--- src/design/md5_message_digest_core_defines.svh ---
// Assertion macros shared by the MD5 core modules.
`ifndef MD5_MESSAGE_DIGEST_CORE_DEFINES_SVH
`define MD5_MESSAGE_DIGEST_CORE_DEFINES_SVH
`ifndef SYNTHESIS
`define MD5_ASSERT(label, clk, rst_n, prop) \
  label: assert property (@(posedge clk) disable iff (!rst_n) prop) \
    else $error("assertion failed");
`define MD5_ASSERT_NORST(label, clk, prop) \
  label: assert property (@(posedge clk) prop) else $error("assertion failed");
`else
`define MD5_ASSERT(label, clk, rst_n, prop)
`define MD5_ASSERT_NORST(label, clk, prop)
`endif
`endif

--- src/design/md5_pkg.sv ---
// Package with MD5 constants, tables, and controller/datapath types.
package md5_pkg;

  localparam logic [31:0] InitA = 32'h67452301;
  localparam logic [31:0] InitB = 32'hefcdab89;
  localparam logic [31:0] InitC = 32'h98badcfe;
  localparam logic [31:0] InitD = 32'h10325476;
  localparam logic [7:0]  PadByte = 8'h80;
  localparam logic [5:0]  PosMask = 6'h3F;
  localparam logic [5:0]  LenPos  = 6'd56;

  typedef enum logic [2:0] {
    ST_IDLE,
    ST_COMP,
    ST_PAD,
    ST_LEN,
    ST_FINAL,
    ST_OUT
  } md5_state_e;

  // Commands from the controller to the datapath.
  typedef struct packed {
    logic       put_byte;   // write put_val at the current block position
    logic [7:0] put_val;
    logic       count_inc;  // advance the byte count
    logic       pad_inc;    // advance the padding position
    logic       pad_start;  // load the padding position from the byte count plus one
    logic       put_len;    // write the bit length into words 14 and 15
    logic       comp_start;
    logic       round_en;
    logic       comp_done;  // add working words into chaining words
    logic       reload;     // initial chaining words and zero count
  } md5_cmd_t;

  // Status from the datapath to the controller.
  typedef struct packed {
    logic       count_full; // byte count position is 63
    logic       pad_full;   // padding position is 63
    logic       last_round;
    logic       pad_at_len; // padding position is 56
  } md5_stat_t;

  function automatic logic [31:0] round_k(input logic [5:0] i);
    logic [31:0] k;
    case (i)
      6'd0: k = 32'hd76aa478;  6'd1: k = 32'he8c7b756;  6'd2: k = 32'h242070db;
      6'd3: k = 32'hc1bdceee;  6'd4: k = 32'hf57c0faf;  6'd5: k = 32'h4787c62a;
      6'd6: k = 32'ha8304613;  6'd7: k = 32'hfd469501;  6'd8: k = 32'h698098d8;
      6'd9: k = 32'h8b44f7af;  6'd10: k = 32'hffff5bb1; 6'd11: k = 32'h895cd7be;
      6'd12: k = 32'h6b901122; 6'd13: k = 32'hfd987193; 6'd14: k = 32'ha679438e;
      6'd15: k = 32'h49b40821; 6'd16: k = 32'hf61e2562; 6'd17: k = 32'hc040b340;
      6'd18: k = 32'h265e5a51; 6'd19: k = 32'he9b6c7aa; 6'd20: k = 32'hd62f105d;
      6'd21: k = 32'h02441453; 6'd22: k = 32'hd8a1e681; 6'd23: k = 32'he7d3fbc8;
      6'd24: k = 32'h21e1cde6; 6'd25: k = 32'hc33707d6; 6'd26: k = 32'hf4d50d87;
      6'd27: k = 32'h455a14ed; 6'd28: k = 32'ha9e3e905; 6'd29: k = 32'hfcefa3f8;
      6'd30: k = 32'h676f02d9; 6'd31: k = 32'h8d2a4c8a; 6'd32: k = 32'hfffa3942;
      6'd33: k = 32'h8771f681; 6'd34: k = 32'h6d9d6122; 6'd35: k = 32'hfde5380c;
      6'd36: k = 32'ha4beea44; 6'd37: k = 32'h4bdecfa9; 6'd38: k = 32'hf6bb4b60;
      6'd39: k = 32'hbebfbc70; 6'd40: k = 32'h289b7ec6; 6'd41: k = 32'heaa127fa;
      6'd42: k = 32'hd4ef3085; 6'd43: k = 32'h04881d05; 6'd44: k = 32'hd9d4d039;
      6'd45: k = 32'he6db99e5; 6'd46: k = 32'h1fa27cf8; 6'd47: k = 32'hc4ac5665;
      6'd48: k = 32'hf4292244; 6'd49: k = 32'h432aff97; 6'd50: k = 32'hab9423a7;
      6'd51: k = 32'hfc93a039; 6'd52: k = 32'h655b59c3; 6'd53: k = 32'h8f0ccc92;
      6'd54: k = 32'hffeff47d; 6'd55: k = 32'h85845dd1; 6'd56: k = 32'h6fa87e4f;
      6'd57: k = 32'hfe2ce6e0; 6'd58: k = 32'ha3014314; 6'd59: k = 32'h4e0811a1;
      6'd60: k = 32'hf7537e82; 6'd61: k = 32'hbd3af235; 6'd62: k = 32'h2ad7d2bb;
      default: k = 32'heb86d391;
    endcase
    return k;
  endfunction

  function automatic logic [4:0] round_shift(input logic [3:0] idx);
    logic [4:0] s;
    case (idx)
      4'd0: s = 5'd7;   4'd1: s = 5'd12;  4'd2: s = 5'd17;  4'd3: s = 5'd22;
      4'd4: s = 5'd5;   4'd5: s = 5'd9;   4'd6: s = 5'd14;  4'd7: s = 5'd20;
      4'd8: s = 5'd4;   4'd9: s = 5'd11;  4'd10: s = 5'd16; 4'd11: s = 5'd23;
      4'd12: s = 5'd6;  4'd13: s = 5'd10; 4'd14: s = 5'd15; default: s = 5'd21;
    endcase
    return s;
  endfunction

endpackage

--- src/design/md5_datapath.sv ---
// MD5 datapath: block buffer, byte count, chaining words and the round unit.
`include "md5_message_digest_core_defines.svh"
module md5_datapath (
  input  logic               clk_i,
  input  logic               rst_ni,
  input  md5_pkg::md5_cmd_t  cmd_i,
  output md5_pkg::md5_stat_t stat_o,
  output logic [127:0]       chain_o
);

  logic [31:0] blk_q [16];
  logic [60:0] total_q, total_d;
  logic [5:0]  pad_q, pad_d;
  logic [5:0]  rnd_q, rnd_d;
  logic [31:0] h_q [4];
  logic [31:0] a_q, b_q, c_q, d_q;
  logic [5:0]  wpos;
  logic [3:0]  widx;
  logic [1:0]  lane;
  logic [63:0] bits;
  logic [31:0] f, sum, rot;
  logic [3:0]  g;
  logic [4:0]  sh;
  logic [1:0]  grp;

  // Write position: the pad pointer while zero-filling, else the byte count.
  assign wpos  = cmd_i.pad_inc ? pad_q : total_q[5:0];
  assign widx  = wpos[5:2];
  assign lane  = wpos[1:0];
  assign bits  = {total_q, 3'b000};

  assign stat_o.count_full = ((total_q[5:0] & md5_pkg::PosMask) == md5_pkg::PosMask);
  assign stat_o.pad_full   = ((pad_q & md5_pkg::PosMask) == md5_pkg::PosMask);
  assign stat_o.last_round = (rnd_q == 6'd63);
  assign stat_o.pad_at_len = (pad_q == md5_pkg::LenPos);

  // Block buffer byte lanes and length words.
  always_ff @(posedge clk_i) begin
    if (cmd_i.put_byte) begin
      if (lane == 2'd0) begin
        blk_q[widx] <= {24'd0, cmd_i.put_val};
      end else begin
        blk_q[widx][lane*8 +: 8] <= cmd_i.put_val;
      end
    end
    if (cmd_i.put_len) begin
      blk_q[14] <= bits[31:0];
      blk_q[15] <= bits[63:32];
    end
  end

  // Byte count and padding pointer.
  always_comb begin
    total_d = total_q;
    pad_d   = pad_q;
    if (cmd_i.count_inc) total_d = total_q + 61'd1;
    if (cmd_i.pad_start) pad_d = total_q[5:0] + 6'd1;
    if (cmd_i.pad_inc)   pad_d = pad_q + 6'd1;
    if (cmd_i.reload)    total_d = '0;
  end

  // Round function selection.
  assign grp = rnd_q[5:4];
  always_comb begin
    case (grp)
      2'd0: begin
        f = (b_q & c_q) | (~b_q & d_q);
        g = rnd_q[3:0];
      end
      2'd1: begin
        f = (b_q & d_q) | (c_q & ~d_q);
        g = 4'(5 * rnd_q + 1);
      end
      2'd2: begin
        f = b_q ^ c_q ^ d_q;
        g = 4'(3 * rnd_q + 5);
      end
      default: begin
        f = c_q ^ (b_q | ~d_q);
        g = 4'(7 * rnd_q);
      end
    endcase
    sh  = md5_pkg::round_shift({grp, rnd_q[1:0]});
    sum = a_q + f + md5_pkg::round_k(rnd_q) + blk_q[g];
    rot = (sum << sh) | (sum >> (6'd32 - {1'b0, sh}));
  end

  assign rnd_d = cmd_i.comp_start ? 6'd0 : (cmd_i.round_en ? rnd_q + 6'd1 : rnd_q);

  always_ff @(posedge clk_i or negedge rst_ni) begin
    if (!rst_ni) begin
      total_q <= '0;
      pad_q   <= '0;
      rnd_q   <= '0;
      h_q[0]  <= md5_pkg::InitA;
      h_q[1]  <= md5_pkg::InitB;
      h_q[2]  <= md5_pkg::InitC;
      h_q[3]  <= md5_pkg::InitD;
    end else begin
      total_q <= total_d;
      pad_q   <= pad_d;
      rnd_q   <= rnd_d;
      if (cmd_i.reload) begin
        h_q[0] <= md5_pkg::InitA;
        h_q[1] <= md5_pkg::InitB;
        h_q[2] <= md5_pkg::InitC;
        h_q[3] <= md5_pkg::InitD;
      end else if (cmd_i.comp_done) begin
        h_q[0] <= h_q[0] + a_q;
        h_q[1] <= h_q[1] + b_q;
        h_q[2] <= h_q[2] + c_q;
        h_q[3] <= h_q[3] + d_q;
      end
    end
  end

  // Working words.
  always_ff @(posedge clk_i) begin
    if (cmd_i.comp_start) begin
      a_q <= h_q[0];
      b_q <= h_q[1];
      c_q <= h_q[2];
      d_q <= h_q[3];
    end else if (cmd_i.round_en) begin
      a_q <= d_q;
      d_q <= c_q;
      c_q <= b_q;
      b_q <= b_q + rot;
    end
  end

  assign chain_o = {h_q[3], h_q[2], h_q[1], h_q[0]};

  `MD5_ASSERT(a_round_no_write, clk_i, rst_ni, cmd_i.round_en |-> !cmd_i.put_byte)
  `MD5_ASSERT(a_reload_zero, clk_i, rst_ni, cmd_i.reload |=> total_q == '0)
  `MD5_ASSERT(a_start_round0, clk_i, rst_ni, cmd_i.comp_start |=> rnd_q == 6'd0)

endmodule

--- src/design/md5_ctrl.sv ---
// MD5 controller: sequences byte writes, compressions, padding and digest output.
`include "md5_message_digest_core_defines.svh"
module md5_ctrl (
  input  logic               clk_i,
  input  logic               rst_ni,
  input  logic               in_valid_i,
  output logic               in_ready_o,
  input  logic [7:0]         in_byte_i,
  input  logic               in_bvalid_i,
  input  logic               in_end_i,
  input  logic               out_ready_i,
  output logic               out_valid_o,
  output logic [1:0]         out_num_o,
  input  md5_pkg::md5_stat_t stat_i,
  output md5_pkg::md5_cmd_t  cmd_o
);

  md5_pkg::md5_state_e state_q, state_d;
  md5_pkg::md5_state_e ret_q, ret_d;
  logic [1:0] num_q, num_d;

  always_ff @(posedge clk_i or negedge rst_ni) begin
    if (!rst_ni) begin
      state_q <= md5_pkg::ST_IDLE;
      ret_q   <= md5_pkg::ST_IDLE;
      num_q   <= '0;
    end else begin
      state_q <= state_d;
      ret_q   <= ret_d;
      num_q   <= num_d;
    end
  end

  // Next state and commands.
  always_comb begin
    state_d     = state_q;
    ret_d       = ret_q;
    num_d       = num_q;
    cmd_o       = '0;
    in_ready_o  = 1'b0;
    out_valid_o = 1'b0;
    case (state_q)
      md5_pkg::ST_IDLE: begin
        in_ready_o = 1'b1;
        if (in_valid_i) begin
          if (in_bvalid_i) begin
            cmd_o.put_byte  = 1'b1;
            cmd_o.put_val   = in_byte_i;
            cmd_o.count_inc = 1'b1;
            if (stat_i.count_full) begin
              cmd_o.comp_start = 1'b1;
              state_d = md5_pkg::ST_COMP;
              ret_d   = in_end_i ? md5_pkg::ST_PAD : md5_pkg::ST_IDLE;
            end else if (in_end_i) begin
              state_d = md5_pkg::ST_PAD;
            end
          end else if (in_end_i) begin
            state_d = md5_pkg::ST_PAD;
          end
          if (in_end_i) cmd_o.pad_start = 1'b0;
        end
      end
      md5_pkg::ST_COMP: begin
        cmd_o.round_en = 1'b1;
        if (stat_i.last_round) begin
          state_d = md5_pkg::ST_FINAL;
        end
      end
      md5_pkg::ST_FINAL: begin
        cmd_o.comp_done = 1'b1;
        state_d = ret_q;
        if (ret_q == md5_pkg::ST_OUT) num_d = '0;
      end
      md5_pkg::ST_PAD: begin
        // 0x80 at the byte count position; pad pointer starts just after it.
        cmd_o.put_byte  = 1'b1;
        cmd_o.put_val   = md5_pkg::PadByte;
        cmd_o.pad_start = 1'b1;
        if (stat_i.count_full) begin
          cmd_o.comp_start = 1'b1;
          state_d = md5_pkg::ST_COMP;
          ret_d   = md5_pkg::ST_LEN;
        end else begin
          state_d = md5_pkg::ST_LEN;
        end
      end
      md5_pkg::ST_LEN: begin
        if (stat_i.pad_at_len) begin
          cmd_o.put_len    = 1'b1;
          cmd_o.comp_start = 1'b1;
          state_d = md5_pkg::ST_COMP;
          ret_d   = md5_pkg::ST_OUT;
        end else begin
          cmd_o.put_byte = 1'b1;
          cmd_o.put_val  = 8'h00;
          cmd_o.pad_inc  = 1'b1;
          if (stat_i.pad_full) begin
            cmd_o.comp_start = 1'b1;
            state_d = md5_pkg::ST_COMP;
            ret_d   = md5_pkg::ST_LEN;
          end
        end
      end
      md5_pkg::ST_OUT: begin
        out_valid_o = 1'b1;
        if (out_ready_i) begin
          num_d = num_q + 2'd1;
          if (num_q == 2'd3) begin
            cmd_o.reload = 1'b1;
            state_d = md5_pkg::ST_IDLE;
          end
        end
      end
      default: state_d = md5_pkg::ST_IDLE;
    endcase
  end

  assign out_num_o = num_q;

  `MD5_ASSERT(a_out_only_in_out, clk_i, rst_ni,
    out_valid_o |-> state_q == md5_pkg::ST_OUT)
  `MD5_ASSERT(a_ready_idle, clk_i, rst_ni,
    in_ready_o |-> !out_valid_o)
  `MD5_ASSERT(a_last_reload, clk_i, rst_ni,
    (out_valid_o && out_ready_i && num_q == 2'd3) |=> state_q == md5_pkg::ST_IDLE)

endmodule

--- src/design/md5_message_digest_core.sv ---
// Top level of the MD5 core: streaming ports around controller and datapath.
//
//  channel | dir | tdata                     | tuser              | tlast
//  s_axis  | in  | data_byte[7:0]            | byte_valid         | message_end
//  m_axis  | out | digest_word[31:0]         | word_number[1:0]   | last_word
//
// Bytes are taken one per cycle while idle; a byte that fills a block starts
// the 64 rounds of the shared round unit, followed by the chaining update.
// Closing a message pads one byte per cycle to position 56, pausing for each
// of its one or two compressions, then holds the four digest words until each
// is taken. Reset is asynchronous and restores the initial chaining words and
// a zero count; no input is taken while padding, compressing or emitting.
module md5_message_digest_core (
  input  logic        clk_i,
  input  logic        rst_ni,
  input  logic        s_axis_tvalid,
  output logic        s_axis_tready,
  input  logic [7:0]  s_axis_tdata,   // data_byte[7:0]
  input  logic        s_axis_tuser,   // byte_valid
  input  logic        s_axis_tlast,
  output logic        m_axis_tvalid,
  input  logic        m_axis_tready,
  output logic [31:0] m_axis_tdata,   // digest_word[31:0]
  output logic [1:0]  m_axis_tuser,   // word_number[1:0]
  output logic        m_axis_tlast
);

  md5_pkg::md5_cmd_t  cmd;
  md5_pkg::md5_stat_t stat;
  logic [127:0]       chain;
  logic [1:0]         num;

  md5_ctrl u_ctrl (
    .clk_i       (clk_i),
    .rst_ni      (rst_ni),
    .in_valid_i  (s_axis_tvalid),
    .in_ready_o  (s_axis_tready),
    .in_byte_i   (s_axis_tdata),
    .in_bvalid_i (s_axis_tuser),
    .in_end_i    (s_axis_tlast),
    .out_ready_i (m_axis_tready),
    .out_valid_o (m_axis_tvalid),
    .out_num_o   (num),
    .stat_i      (stat),
    .cmd_o       (cmd)
  );

  md5_datapath u_dp (
    .clk_i   (clk_i),
    .rst_ni  (rst_ni),
    .cmd_i   (cmd),
    .stat_o  (stat),
    .chain_o (chain)
  );

  // Select the digest word being offered.
  assign m_axis_tdata = chain[num*32 +: 32];
  assign m_axis_tuser = num;
  assign m_axis_tlast = (num == 2'd3);

endmodule

--- config.mk ---
export PLATFORM = sky130hd
export DESIGN_NAME = md5_message_digest_core
export DESIGN_NICKNAME = d
export VERILOG_FILES = /design/src/design/md5_pkg.sv /design/src/design/md5_datapath.sv /design/src/design/md5_ctrl.sv /design/src/design/md5_message_digest_core.sv
export VERILOG_INCLUDE_DIRS = /design/src /design/src/design
export SDC_FILE = /design/constraint.sdc
export NUM_CORES = 2
export LEC_CHECK = 0
export BUFFER_PORTS_ARGS = -buffer_cell sky130_fd_sc_hd__clkbuf_2
export CELL_PAD_IN_SITES_DETAIL_PLACEMENT = 0
export CELL_PAD_IN_SITES_GLOBAL_PLACEMENT = 1
export CORE_MARGIN = 8
export CORE_UTILIZATION = 52
export DETAILED_ROUTE_END_ITERATION = 7
export GPL_ROUTABILITY_DRIVEN = 0
export GPL_TIMING_DRIVEN = 0
export HOLD_SLACK_MARGIN = 0.06
export PLACE_DENSITY_LB_ADDON = 0.2
export RECOVER_POWER = 50
export SYNTH_ARGS = -nofsm -noshare
export SYNTH_HDL_FRONTEND = slang
export SYNTH_SLANG_ARGS = --single-unit
--- constraint.sdc ---
create_clock -name clk_i -period 14.98 [get_ports clk_i]
set_input_delay 3.745 -clock clk_i [delete_from_list [all_inputs] [get_ports clk_i]]
set_output_delay 3.745 -clock clk_i [all_outputs]
set_load 0.03 [all_outputs]
* Word-level counts from Yosys, hierarchy flattened *
Memories as Yosys holds them, arrays and structs flattened.
Index checks and enable logic that the tools add are counted.

cells by class
  shift-type cells = 5
  bitwise logic cells = 45
  add/sub/neg operators = 17
  reductions and logical operators = 13
  equal/unequal tests = 22
  mux-type cells = 107
  multiply operators = 3

operators with widths
  kind                     number
  $mux 32                  11
  $add 32x32->32           8
  $mux 128                 2
  $and 32x32->32           4
  $or 32x32->32            4
  $shiftx 128x8->32        1
  $mux 61                  2
  $pmux 32 s3              1
  $xor 32x32->32           3
  $not 32->32              2
  $add 61x1->61 const B    1
  $mux 1                   57
  $mux 3                   15
  $neg 5->34               1
  $shift 8x34->32 const A  1
  $shiftx 8x34->32         1
  $or 1x1->1               32
  $reduce_or 32->1         1
  $shl 32x5->32            1
  $shr 32x6->32            1
  $mux 6                   5
  $pmux 9 s3               1
  $eq 6x6->1 const B       4
  $mux 10                  2
  other kinds (30)         51

word-level totals
  input port bits = 14
  RAM bits = 512
  ROM bits = 2,128
  register bits after elaboration = 337
  memories = 3

memories
  name             depth  width  read ports  clocked after Yosys merged registers in  write ports  RTL line            RTL
  (no name shown)  64     32     1           0                                        0            md5_pkg.sv:45       case (i)
  u_dp.blk_q       16     32     1           0                                        2            md5_datapath.sv:11  logic [31:0] blk_q [16];
  (no name shown)  16     5      1           0                                        0            md5_pkg.sv:74       case (idx)

* Logic depth before layout (Yosys ltp) *
  word-level depth = 12
  depth in mapped cells = 49
  gate-level depth less buffers = 45

* Hierarchy *
Synthesis repeated with hierarchy kept, for this count alone.

second synthesis, totals
  cells, all modules = 5,108
  area, all modules = 55,155.4 um^2

by module, submodules not included
  module                   cells an instance  sequential area each (um^2)  area an instance (um^2)  instances
  md5_datapath             4,983              24,298.3                     53,649.0                 1
  md5_message_digest_core  41                 0.0                          828.3                    1
  md5_ctrl                 84                 200.2                        678.2                    1

* Least setup slack after synthesis *
OpenSTA, ideal clock, no wires.

  path type = reg-to-reg
  from = reg u_dp.rnd_q[2]
  to = reg u_dp.b_q[30], data pin
  path slack = 4.185 ns
  library setup time = 0.269 ns
  path buffers = 6
  arrival time = 10.526 ns
  stages on the path, launching flop included = 47
  cells stage by stage = dfrtp_1 > buf_2 > inv_2 > clkbuf_1 > fa_1 > inv_1 > ha_1 > inv_1 > mux4_2 > buf_2 > clkbuf_1 > clkbuf_1 > buf_1 > mux2i_1 > a21oi_1 > fa_1 > inv_1 > fa_1 > [11 not listed] > nand2_1 > o21ai_1 > o221ai_1 > ha_1 > fa_1 > a21o_1 > a21o_1 > a21oi_1 > o31a_1 > o31a_1 > o21ai_0 > a31oi_1 > nor3b_1 > o221ai_1 > o2111ai_1 > a21oi_1 > xor2_1 > o21ai_0

between the ends
  word-level cells in the longest chain between the ends = 10
  elaborated cells on any way between the ends = 16
  classes of those cells = add/sub (5); mul (3); shift (2); mux (3); bitwise (1); memory (2)

RTL lines
  element                                         RTL line                                RTL
  start, declared                                 md5_datapath.sv:14                      logic [5:0] rnd_q, rnd_d;
  start signal, assigned                          md5_datapath.sv:102                     rnd_q <= rnd_d;
  $mul 2x6->4 or $mul 3x6->4 (tied branches)      md5_datapath.sv:76, md5_datapath.sv:72
  $add 4x3->4 or $add 4x1->4 (tied branches)      md5_datapath.sv:76, md5_datapath.sv:72
  $pmux 4 s3                                      md5_datapath.sv:65                      case (grp)
  $mem_v2 16x32                                   -
  $add 32x32->32 *                                md5_datapath.sv:84                      sum = a_q + f + md5_pkg::round_k(rnd_q) + blk_q[g];
  $shr 32x6->32 or $shl 32x5->32 (tied branches)  md5_datapath.sv:85                      rot = (sum << sh) | (sum >> (6'd32 - {1'b0, sh}));
  $or 32x32->32 *                                 md5_datapath.sv:85
  $add 32x32->32 *                                md5_datapath.sv:128                     b_q <= b_q + rot;
  $mux 32 *                                       md5_datapath.sv:124                     end else if (cmd_i.round_en) begin
  $mux 32 *                                       md5_datapath.sv:119                     if (cmd_i.comp_start) begin
  end signal, assigned                            md5_datapath.sv:121                     b_q <= h_q[1];
  end signal, assigned                            md5_datapath.sv:128
  end, declared                                   md5_datapath.sv:16                      logic [31:0] a_q, b_q, c_q, d_q;

Every way passes the cells marked *; elsewhere a longest branch is shown, timed or not. The select of a mux whose other input is x is not followed.
A chain may end at the register's enable or synchronous reset.

* Worst setup path in the final report *
  from = reg u_dp.rnd_q[1]
  to = reg u_dp.b_q[30], data pin

between the ends
  word-level cells in the longest chain between the ends = 10
  elaborated cells on any way between the ends = 18
  classes of those cells = add/sub (6); mul (3); shift (2); mux (3); bitwise (1); memory (3)

RTL lines
  element                                         RTL line
  $mul 2x6->4 or $mul 3x6->4 (tied branches)      md5_datapath.sv:76, md5_datapath.sv:72
  $add 4x3->4 or $add 4x1->4 (tied branches)      md5_datapath.sv:76, md5_datapath.sv:72
  $pmux 4 s3                                      md5_datapath.sv:65
  $mem_v2 16x32                                   -
  $add 32x32->32                                  md5_datapath.sv:84
  $shr 32x6->32 or $shl 32x5->32 (tied branches)  md5_datapath.sv:85
  $or 32x32->32 *                                 md5_datapath.sv:85
  $add 32x32->32 *                                md5_datapath.sv:128
  $mux 32 *                                       md5_datapath.sv:124
  $mux 32 *                                       md5_datapath.sv:119

Marks and branches as above.

==> results_dict.tcl <==
set metrics [dict create \
    ctsHoldBuffers 0 \
    die_area_sq_mm 0.115 \
    syn_to_final_growth_pct 9.61 \
    setup_tns_ps 0 \
    syn-num-nets 5775 \
    detail-route-antenna-nets 0 \
    clock-root-buffer "clkbuf_16" \
    drv_slew 159 \
    nFillCells 9055 \
    ys_warn_count 0 \
    end_kind "flip-flop" \
    hold_path_startpoint "u_dp.blk_q[14][1]" \
    wirelength_mm 203 \
    drt_iter0_drc 6364 \
    async_flop_share 0.246 \
    cp-start-kind "flip-flop" \
    clk_latency_ps 700 \
    overflow 0 \
    fin_skew_ps 46.5 \
    crit_type "flip-flop to flip-flop" \
    synthTopCellsByCount "nand2_1 (829), edfxtp_1 (637), a21oi_1 (459)" \
    grt_pass1_wl_mm 291 \
    core_sq_mm 0.104 \
    track_usage 0.338 \
    viasPerCell 6.52 \
    yosysMostFrequentCell "nand2_1" \
    drive_gt1_frac 0.0883 \
    grt_max_degree 89 \
    synthDistinctLibCells 90 \
    setup_viol 0 \
    ctsResizeCount 1 \
    port_buffers 50 \
    synth_top_area_cell "edfxtp_1" \
    synth_ff_type "edfxtp_1" \
    hold_viol 0 \
    cts_setup_buffers 0 \
    slew_headroom -2.49 \
    multi_input_area_sq_mm 0.0278 \
    synth_area_per_cell_sq_um 9.95 \
    cap_violations 8 \
    ios 51 \
    slowest_stage "dfrtp_1" \
    synth_top_area_frac 0.351 \
    max_freq_ghz 0.0682 \
    ys_top_cells_by_area "edfxtp_1 (35%), mux4_2 (7.0%), dfrtp_1 (6.7%)" \
    cts.clk_slew.worst_paths_ps 60 \
    syn-cell-area_sq_mm 0.0545 \
    outcome "finished, violations left" \
    arrival_ps 15070 \
    clock_sinks 849 \
    cts_inserted_buffers 90 \
    initial_core_util 0.526 \
    crit_path_start "u_dp.rnd_q[1]" \
    die_h_microns 340 \
    vias 46200 \
    syn_inst 5472 \
    cts_buffer_depth 3 \
    worstPathRequired_ps 15380 \
    ys_ff_latch 849 \
    rows 118 \
    nets 5924 \
    ff_latch_area_sq_mm 0.0245 \
    worst_pin_slew_ps 5240 \
    finalCritPeriodShare 0.979 \
    crit_fanout 17 \
    grt_pass1_vias 44000 \
    drc 470 \
    hold_path.class "flip-flop to flip-flop" \
    cts_tree "yes" \
    cts.htree.levels 3 \
    ys_seq_area_frac 0.450 \
    period_needed_ps 14670 \
    reg2reg_slack_ps 310 \
    hpwl_mm 153 \
    die_w_microns 340 \
    reg2reg_from "u_dp.rnd_q[1]" \
    max_stage_delay_ps 610 \
    grt_antenna_before_repair 3 \
    wl_per_cell_microns 28.7 \
    synth-edff-count 637 \
    dr.pass1.iters 8 \
    violations "DRC, capacitance limit, slew limit" \
]
==> path summary, 6_finish.rpt <==
check / to / cells after the start
min reg2reg: u_dp.blk_q[14][1] / 2
max: u_dp.b_q[30] / 47
max reg2reg: u_dp.b_q[30] / 47
min in group asynchronous: u_dp.chain_o[105] / 1
min: u_dp.blk_q[14][1] / 2
max in group asynchronous: u_dp.chain_o[127] / 2
==> layout make-up <==
class                   count  share of cell area
flip-flops and latches    849               0.410
clock buffers             114              0.0409
inverters                 287              0.0180
diodes                      3            0.000126
well taps                1380              0.0289
clock inverters            54              0.0115
plain buffers             291              0.0190
multi-input cells        4045               0.465
repair buffers             57             0.00576
==> layer usage <==
layer  GRT usage  vias to the layer above  wire, microns
li1            -                    20200              -
met5     0.00666                        -            106
met1       0.409                    22400          73900
met3      0.0797                      806          20000
met2       0.540                     2766          92700
met4       0.219                        2          16600
==> worst max-delay path, delay by kind of cell, from the launching register on <==
family | cells | cell delay (ps)
AOI/OAI and AO/OA | 23 | 6030
buffers and inverters | 10 | 2790
DFF | 1 | 610
adders and majority gates | 7 | 2750
muxes | 2 | 690
xor gates and xnor gates | 2 | 560
and+or+nand+nor | 3 | 850
==> per-stage QoR <==
step / hold slack (ps) / utilization / setup slack (ps) / instances / area (sq um)
after floorplan: 448 / - / 4190 / 5472 / 54500
after global placement: 479 / 0.545 / 64.1 / 6902 / 56400
after detailed placement: 481 / 0.546 / 111 / 6907 / 56600
after CTS: 490 / 0.576 / 90.7 / 7075 / 59700
after global routing: 512 / 0.576 / -86.6 / 7077 / 59700
final: 497 / 0.576 / 312 / 7080 / 59700
==> state kept, by name, indices dropped and copies added (netlist names) <==
signal / count
u_dp.rnd_q: 6
u_ctrl.ret_q: 3
u_ctrl.out_num_o: 2
u_dp.b_q: 32
u_dp.c_q: 32
u_ctrl.state_q: 3
u_dp.a_q: 32
u_dp.blk_q: 512
u_dp.pad_q: 6
u_dp.d_q: 32
u_dp.total_q: 61
u_dp.chain_o: 128
==> layout by cell type (no fill, tap or decap), types with 17 or more instances in the layout <==
cell,count
o21ai_0,443
clkinv_1,17
clkbuf_1,248
dfstp_2,64
clkbuf_2,57
nor3_1,93
nor2_1,435
and3_1,38
xnor2_1,135
inv_1,284
a21oi_1,456
o21bai_1,28
xor2_1,116
nand2b_1,32
nor2b_1,61
mux2i_1,110
nand3_1,148
nand2_1,829
buf_1,36
o22ai_1,29
or3_1,34
buf_2,17
o211ai_1,34
o21a_1,34
ha_1,220
fa_1,69
a211oi_1,73
a31oi_1,80
nand4_1,17
dfrtp_1,145
mux4_2,169
o31ai_1,21
clkbuf_16,91
a21o_1,102
edfxtp_1,637
==> kinds of logic after synthesis <==
kind of cell,synth area share
xor gates and xnor gates,0.0416
buffers and inverters,0.0404
adders and majority gates,0.0759
muxes,0.0938
and+or+nand+nor,0.138
AOI/OAI and AO/OA,0.160
DFF,0.450
Power is not shown: default switching activity piles up to over one toggle a cycle in this logic, so the estimate is an artifact.
